`src/sv/utd_pkg.sv`:
```
// shared types, constants and character decode for the utf16 text descrambler
`default_nettype none

package utd_pkg;

    // header and body constants
    localparam logic [7:0] MARK_BYTE = 8'hfe;
    localparam logic [7:0] BOM_LO    = 8'hff;
    localparam logic [7:0] BOM_HI    = 8'hfe;
    localparam logic [7:0] MODE_MAX  = 8'd2;
    localparam logic [7:0] MODE_ZLIB = 8'd2;
    localparam logic [15:0] CTRL_LIMIT = 16'h0020;
    localparam logic [15:0] ODD_MASK   = 16'haaaa;
    localparam logic [15:0] EVEN_MASK  = 16'h5555;

    // status codes
    localparam logic [2:0] ST_OK         = 3'd0;
    localparam logic [2:0] ST_NO_MARKER  = 3'd1;
    localparam logic [2:0] ST_BAD_MODE   = 3'd2;
    localparam logic [2:0] ST_COMPRESSED = 3'd3;
    localparam logic [2:0] ST_BAD_BOM    = 3'd4;
    localparam logic [2:0] ST_NO_DATA    = 3'd5;

    // results per input word
    localparam int MAX_RES = 5;
    localparam int CNT_W   = $clog2(MAX_RES + 1);
    localparam int IDX_W   = $clog2(MAX_RES);

    typedef enum logic [2:0] {
        PH_MARK0 = 3'd0,
        PH_MARK1 = 3'd1,
        PH_MODE  = 3'd2,
        PH_BOM0  = 3'd3,
        PH_BOM1  = 3'd4,
        PH_BODY  = 3'd5,
        PH_ERR   = 3'd6
    } t_phase;

    typedef struct packed {
        t_phase     phase;
        logic       text_mode;
        logic [7:0] low_byte;
        logic       have_low;
        logic       bom_sent;
        logic [2:0] err_code;
    } t_state;

    localparam t_state STATE_RESET = '{PH_MARK0, 1'b0, 8'h00, 1'b0, 1'b0, ST_OK};

    typedef struct packed {
        logic [7:0] out_byte;
        logic       is_status;
        logic [2:0] status;
    } t_res;

    typedef t_res [MAX_RES-1:0] t_res_vec;

    function automatic logic [15:0] decode_char(input logic mode, input logic [15:0] ch);
        logic [15:0] r;
        if (!mode) begin
            if (ch >= CTRL_LIMIT) begin
                r = ch ^ {ch[7:1], 1'b0, 7'b0, 1'b1};
            end else begin
                r = ch;
            end
        end else begin
            r = ((ch & ODD_MASK) >> 1) | ((ch & EVEN_MASK) << 1);
        end
        return r;
    endfunction

endpackage

`default_nettype wire

```
`src/sv/utd_step.sv`:
```
// next-state and result-group logic for one input word
`default_nettype none

module utd_step (
    input  var utd_pkg::t_state                 i_state,
    input  var logic [7:0]                      i_in_byte,
    input  var logic                            i_end_of_file,
    output utd_pkg::t_state                     o_state,
    output logic [utd_pkg::CNT_W-1:0]           o_cnt,
    output utd_pkg::t_res_vec                   o_res
);
    import utd_pkg::*;

    logic [15:0] ch_raw;
    logic [15:0] ch_dec;
    logic [2:0]  eof_status;

    assign ch_raw = {i_in_byte, i_state.low_byte};
    assign ch_dec = decode_char(i_state.text_mode, ch_raw);

    always_comb begin
        o_state    = i_state;
        o_cnt      = '0;
        o_res      = '0;
        eof_status = ST_OK;

        case (i_state.phase)
            PH_MARK0, PH_MARK1: begin
                if (i_in_byte == MARK_BYTE) begin
                    o_state.phase = (i_state.phase == PH_MARK0) ? PH_MARK1 : PH_MODE;
                end else begin
                    o_state.err_code = ST_NO_MARKER;
                    o_state.phase    = PH_ERR;
                end
            end
            PH_MODE: begin
                if (i_in_byte > MODE_MAX) begin
                    o_state.err_code = ST_BAD_MODE;
                    o_state.phase    = PH_ERR;
                end else begin
                    o_state.err_code  = (i_in_byte == MODE_ZLIB) ? ST_COMPRESSED : ST_OK;
                    o_state.text_mode = i_in_byte[0];
                    o_state.phase     = PH_BOM0;
                end
            end
            PH_BOM0: begin
                if (i_in_byte == BOM_LO) begin
                    o_state.phase = PH_BOM1;
                end else begin
                    o_state.err_code = ST_BAD_BOM;
                    o_state.phase    = PH_ERR;
                end
            end
            PH_BOM1: begin
                if (i_in_byte != BOM_HI) begin
                    o_state.err_code = ST_BAD_BOM;
                    o_state.phase    = PH_ERR;
                end else if (i_state.err_code == ST_COMPRESSED) begin
                    o_state.err_code = ST_COMPRESSED;
                    o_state.phase    = PH_ERR;
                end else begin
                    o_state.phase = PH_BODY;
                end
            end
            PH_BODY: begin
                if (!i_state.have_low) begin
                    o_state.low_byte = i_in_byte;
                    o_state.have_low = 1'b1;
                end else begin
                    o_state.have_low = 1'b0;
                    if (!i_state.bom_sent) begin
                        o_res[o_cnt] = '{BOM_LO, 1'b0, ST_OK};
                        o_cnt        = o_cnt + 1'b1;
                        o_res[o_cnt] = '{BOM_HI, 1'b0, ST_OK};
                        o_cnt        = o_cnt + 1'b1;
                        o_state.bom_sent = 1'b1;
                    end
                    o_res[o_cnt] = '{ch_dec[7:0], 1'b0, ST_OK};
                    o_cnt        = o_cnt + 1'b1;
                    o_res[o_cnt] = '{ch_dec[15:8], 1'b0, ST_OK};
                    o_cnt        = o_cnt + 1'b1;
                end
            end
            default: ;
        endcase

        // status from where the header got to
        case (o_state.phase)
            PH_MARK0, PH_MARK1: eof_status = ST_NO_MARKER;
            PH_MODE:            eof_status = ST_BAD_MODE;
            PH_BOM0, PH_BOM1:   eof_status = ST_BAD_BOM;
            PH_BODY:            eof_status = o_state.bom_sent ? ST_OK : ST_NO_DATA;
            default:            eof_status = o_state.err_code;
        endcase

        if (i_end_of_file) begin
            o_res[o_cnt] = '{8'h00, 1'b1, eof_status};
            o_cnt        = o_cnt + 1'b1;
            o_state      = STATE_RESET;
        end
    end

endmodule

`default_nettype wire

```
`src/sv/utf16_text_descrambler_top.sv`:
```
// top level of the utf16 text descrambler: header check, decode and result serializer
// a word's first result is shown in the cycle after the word is taken
// throughput: one input word per cycle while each word yields at most one result
//   and the receiver does not stall; a word yielding several results keeps the input
//   stalled until its last result is taken, as the result register drains one byte per cycle while i_stall is low
// reset: synchronous active low, returns the header tracker to the first marker byte
//   and empties the result register
`default_nettype none

module utf16_text_descrambler_top (
    input  var logic       i_clk,
    input  var logic       i_rst_n,
    // input channel
    input  var logic       i_valid,
    output logic           o_stall,
    input  var logic [7:0] i_in_byte,
    input  var logic       i_end_of_file,
    // output channel
    output logic           o_valid,
    input  var logic       i_stall,
    output logic [7:0]     o_out_byte,
    output logic           o_is_status,
    output logic [2:0]     o_status,
    output logic           o_last_of_run
);
    import utd_pkg::*;

    // decoder state, updated on every accepted word
    t_state r_st;
    t_state n_st;

    // result group register: up to MAX_RES results, drained one per cycle while the receiver does not stall
    t_res_vec         r_res;
    t_res_vec         n_res;
    logic [CNT_W-1:0] r_cnt;
    logic [CNT_W-1:0] n_cnt;
    logic [IDX_W-1:0] r_idx;

    logic in_acc;
    logic out_acc;
    logic at_last;

    utd_step u_step (
        .i_state       (r_st),
        .i_in_byte     (i_in_byte),
        .i_end_of_file (i_end_of_file),
        .o_state       (n_st),
        .o_cnt         (n_cnt),
        .o_res         (n_res)
    );

    // output side: the group is busy while it holds results not yet taken
    assign o_valid       = (r_cnt != '0);
    assign at_last       = (CNT_W'(r_idx) == r_cnt - 1'b1);
    assign out_acc       = o_valid && !i_stall;
    assign o_out_byte    = r_res[r_idx].out_byte;
    assign o_is_status   = r_res[r_idx].is_status;
    assign o_status      = r_res[r_idx].status;
    assign o_last_of_run = at_last;

    // a new word may enter when the group is empty or its last result leaves now
    assign o_stall = o_valid && !(out_acc && at_last);
    assign in_acc  = i_valid && !o_stall;

    always_ff @(posedge i_clk) begin
        if (!i_rst_n) begin
            r_st  <= STATE_RESET;
            r_cnt <= '0;
            r_idx <= '0;
        end else if (in_acc) begin
            // a word with no result leaves the group empty
            r_st  <= n_st;
            r_cnt <= n_cnt;
            r_idx <= '0;
        end else if (out_acc) begin
            if (at_last) begin
                r_cnt <= '0;
                r_idx <= '0;
            end else begin
                r_idx <= r_idx + 1'b1;
            end
        end
    end

    // result payload, no reset needed
    always_ff @(posedge i_clk) begin
        if (in_acc) begin
            r_res <= n_res;
        end
    end

    // the shown result always lies inside the group
    a_idx_in_group: assert property (@(posedge i_clk) disable iff (!i_rst_n)
        o_valid |-> (CNT_W'(r_idx) < r_cnt))
        else $error("result index outside the group");

    a_cnt_bound: assert property (@(posedge i_clk) disable iff (!i_rst_n)
        r_cnt <= CNT_W'(MAX_RES))
        else $error("result group count too large");

    // end of file leaves the tracker reset and closes the group with a status
    a_eof_reset: assert property (@(posedge i_clk) disable iff (!i_rst_n)
        (in_acc && i_end_of_file) |=> (r_st == STATE_RESET))
        else $error("state not reset after end of file");

    a_eof_status_last: assert property (@(posedge i_clk) disable iff (!i_rst_n)
        (in_acc && i_end_of_file) |=> r_res[IDX_W'(r_cnt - 1'b1)].is_status)
        else $error("end of file group does not end in a status");

    // a status result is always the last of its group
    a_status_only_last: assert property (@(posedge i_clk) disable iff (!i_rst_n)
        (o_valid && o_is_status) |-> at_last)
        else $error("status result is not the last of its group");

endmodule

`default_nettype wire

```
`config.mk`:
```
export PLATFORM = sky130hd
export DESIGN_NAME = utf16_text_descrambler_top
export DESIGN_NICKNAME = d
export VERILOG_FILES = /design/src/sv/utd_pkg.sv /design/src/sv/utd_step.sv /design/src/sv/utf16_text_descrambler_top.sv
export SDC_FILE = /design/constraint.sdc
export NUM_CORES = 1
export LEC_CHECK = 0
export ABC_AREA = 1
export BUFFER_PORTS_ARGS = -buffer_cell sky130_fd_sc_hd__buf_4
export CORE_MARGIN = 2
export CORE_UTILIZATION = 30
export CTS_CLUSTER_DIAMETER = 150
export DETAILED_ROUTE_END_ITERATION = 8
export SLEW_MARGIN = 20
export SYNTH_ARGS = -nofsm -noshare
export SYNTH_HDL_FRONTEND = slang
export SYNTH_HIERARCHICAL = 1
export SYNTH_SLANG_ARGS = --single-unit
```
`constraint.sdc`:
```
create_clock -name i_clk -period 2.8 [get_ports i_clk]
set_input_delay 0.56 -clock i_clk [delete_from_list [all_inputs] [get_ports i_clk]]
set_output_delay 0.56 -clock i_clk [all_outputs]
set_load 0.01 [all_outputs]
```
==> run metrics <==
simple-gate share of the synthesized area 25.0%; outcome complete, no violations; VDD IR max 257 uV; sequential share of the synthesized area 46.4%; largest family of logic cells by synthesized area simple AND/OR/NAND/NOR gates; CP max FO 5; I/O pins 28; post-layout util 34.5%; Slew headroom 58.9%; commonest non-fill, non-tap cell in the layout nand2_1; initial antenna violation count 0; synthesized instance count 618; Pwr Density 538 mW/mm^2; Die X 131 um; first-pass GRT wire length 17,400 um; RePlAce Congestion 0.810; critical path class register to output pin; Hold WC Path Type register to register; DR vias/cell 4.40; #FFs+latches synth 83; Clock Tree Buf Depth 2; final setup vio count 0; Design Power 0.00295 W; Ys Warns 6; Min Clock Period, post-route 2.54 ns; Slowest Stage Delay on Critical Path 0.36 ns; wire length per cell 12.1 um; Routed WL 10,400 um; H-tree Lvls 3; share of cells above drive strength 1 14.5%; clock sink count 83; clock root cell clkbuf_16; area share of fa/ha/maj cells after synthesis 0.770%; crit-path leading delay family adder cells; Synth Area per Inst 7.89 um^2; vias in the first global route 3,403; mux contribution to synthesized area 0%; # rows 46; Final period util 90.7%; DR DRC count 0; port bufs 27; hold bufs inserted after CTS 0; Final Skew 0.00685 ns; Final Hold Viols 0; crit path buf inv count 4; NumNets Final 652; slew of the pin with the lowest slew margin 0.616 ns; Synth Area in XOR/XNOR 0.539%; Pre-antenna DRT Iters 4; Stages on worst setup path 10; fmax 394 MHz; TritonCTS Buffers 9; Req. time, crit path 2.24 ns; die area 0.0173 mm^2; Initial Util 30.7%; Netlist Area Pre-Place 0.00488 mm^2; Synth Area in Compound Gates 13.1%; CP Cell Sequence inv_1 -> ha_1 -> ha_1 -> inv_1 -> nand2_1 -> nand2_1 -> nand4_4 -> nand2_2 -> inv_1 -> buf_4; initial DRC count 281; Final HPWL DP 7500 um; Crit-path slowest cell dfxtp_1; largest net degree at the start of global routing 39; Die H 131 um; clk_lat worst skew 0.35 ns; Final ANT Viol Nets 0; WP data arrival 1.98 ns; Crit path top cell by count inv_1; total gr overflow 0; WHS Path Cells 2; final count of pins violating max slew 0; post-CTS setup buffer count 0; most frequent cells in the layout nand2_1 (110), inv_1 (88), edfxtp_1 (60); Final TNS setup 0 ns; core footprint 0.0159 mm^2; PostCTS Resize Cnt 0; DP Cell Count 841; synth unique cells 36; CP Launch Type register; Non-Filler Instances 857; Worst setup EP type output pin; via count 3,768; max-cap violation count 0; CTS tree done; Layout area overhead 12.5%; cells on worst reg2reg path 11; RSZ-0062 raised after global routing no; Lkg Pwr 2.39 nW; diode count 0; Reg clk slew, reported paths 0.06 ns; GRT Util Overall 12.6%
## layer usage
layer  GRT usage [%]  vias up  share of wire [%]
li1                -     2009                  -
met1            17.3     1689                 49
met2            19.4       57                 45
met3            3.05       13                4.6
met4            4.17        0                1.5
met5               0        -                  0
## cells in the mapped netlist (all sizes together)
| master | number | share of area, % |
|---|---|---|
| nand4 | 6 | 1.2 |
| nand3 | 60 | 7.0 |
| nor3 | 6 | 0.72 |
| o21ai | 54 | 5.5 |
| a21oi | 61 | 6.5 |
| edfxtp | 60 | 37 |
| inv | 93 | 7.2 |
| nor2 | 66 | 6.0 |
| dfxtp | 23 | 9.4 |
| clkbuf | 14 | 1.1 |
| xor2 | 2 | 0.36 |
| or2 | 1 | 0.13 |
| conb | 1 | 0.077 |
| buf | 38 | 5.8 |
| o211ai | 6 | 0.92 |
| a31oi | 1 | 0.13 |
| nand2 | 121 | 9.9 |
| clkinv | 1 | 0.10 |
| xnor2 | 1 | 0.18 |
| ha | 3 | 0.77 |
## power breakdown
part	switching [W]	internal, W	total [W]
Clock	0.000478	0.000646	0.00112
Sequential	0.0000440	0.00140	0.00144
Combinational	0.000248	0.000142	0.000389
Total	0.000769	0.00218	0.00295
## final timing paths
path / slack (ns) / to / start
worst min register to register: 0.50 / r_cnt[1] / r_cnt[1]
worst min-delay path: 0.50 / r_cnt[1] / r_cnt[1]
worst max-delay path: 0.26 / o_stall / r_cnt[0]
worst max register to register: 0.41 / r_res[58] / r_cnt[0]
## logic make-up after synthesis
kind of cell               after synthesis
other                                    1
DFF                                     83
adders and majority gates                3
AOI/OAI and AO/OA                      122
xor gates and xnor gates                 3
and+or+nand+nor                        260
buffers and inverters                  146
## metrics by stage
step / worst slack, ns / hold slack [ns] / area (um^2)
finish: 0.261 / 0.502 / 5490
global route: 0.124 / 0.515 / 5490
CTS: 0.220 / 0.506 / 5490
detailed placement: 0.403 / 0.498 / 5200
global placement: 0.491 / 0.494 / 5200
floorplan: 0.0855 / 0.450 / 4960
## worst reg2reg max path, delay by kind of cell (launching register included)
family | cells | cell delay, ns
simple gates | 5 | 0.53
buf+inv | 4 | 0.77
fa+ha+maj | 2 | 0.49
flops | 1 | 0.36
## cell type report
cell class / instances / area, um^2
Clock inverter: 4 / 25.0
Timing Repair Buffer: 38 / 310
Fill cell: 1733 / 10400
Multi-Input combinational cell: 410 / 2000
Tap cell: 216 / 270
Sequential cell: 83 / 2260
Clock buffer: 12 / 256
Inverter: 94 / 358
## registers in the layout (all words and copies together) (netlist names)
register  flops
r_idx         3
r_cnt         3
r_st         17
r_res        60
No activity file was read; power rests on OpenSTA's default activity.
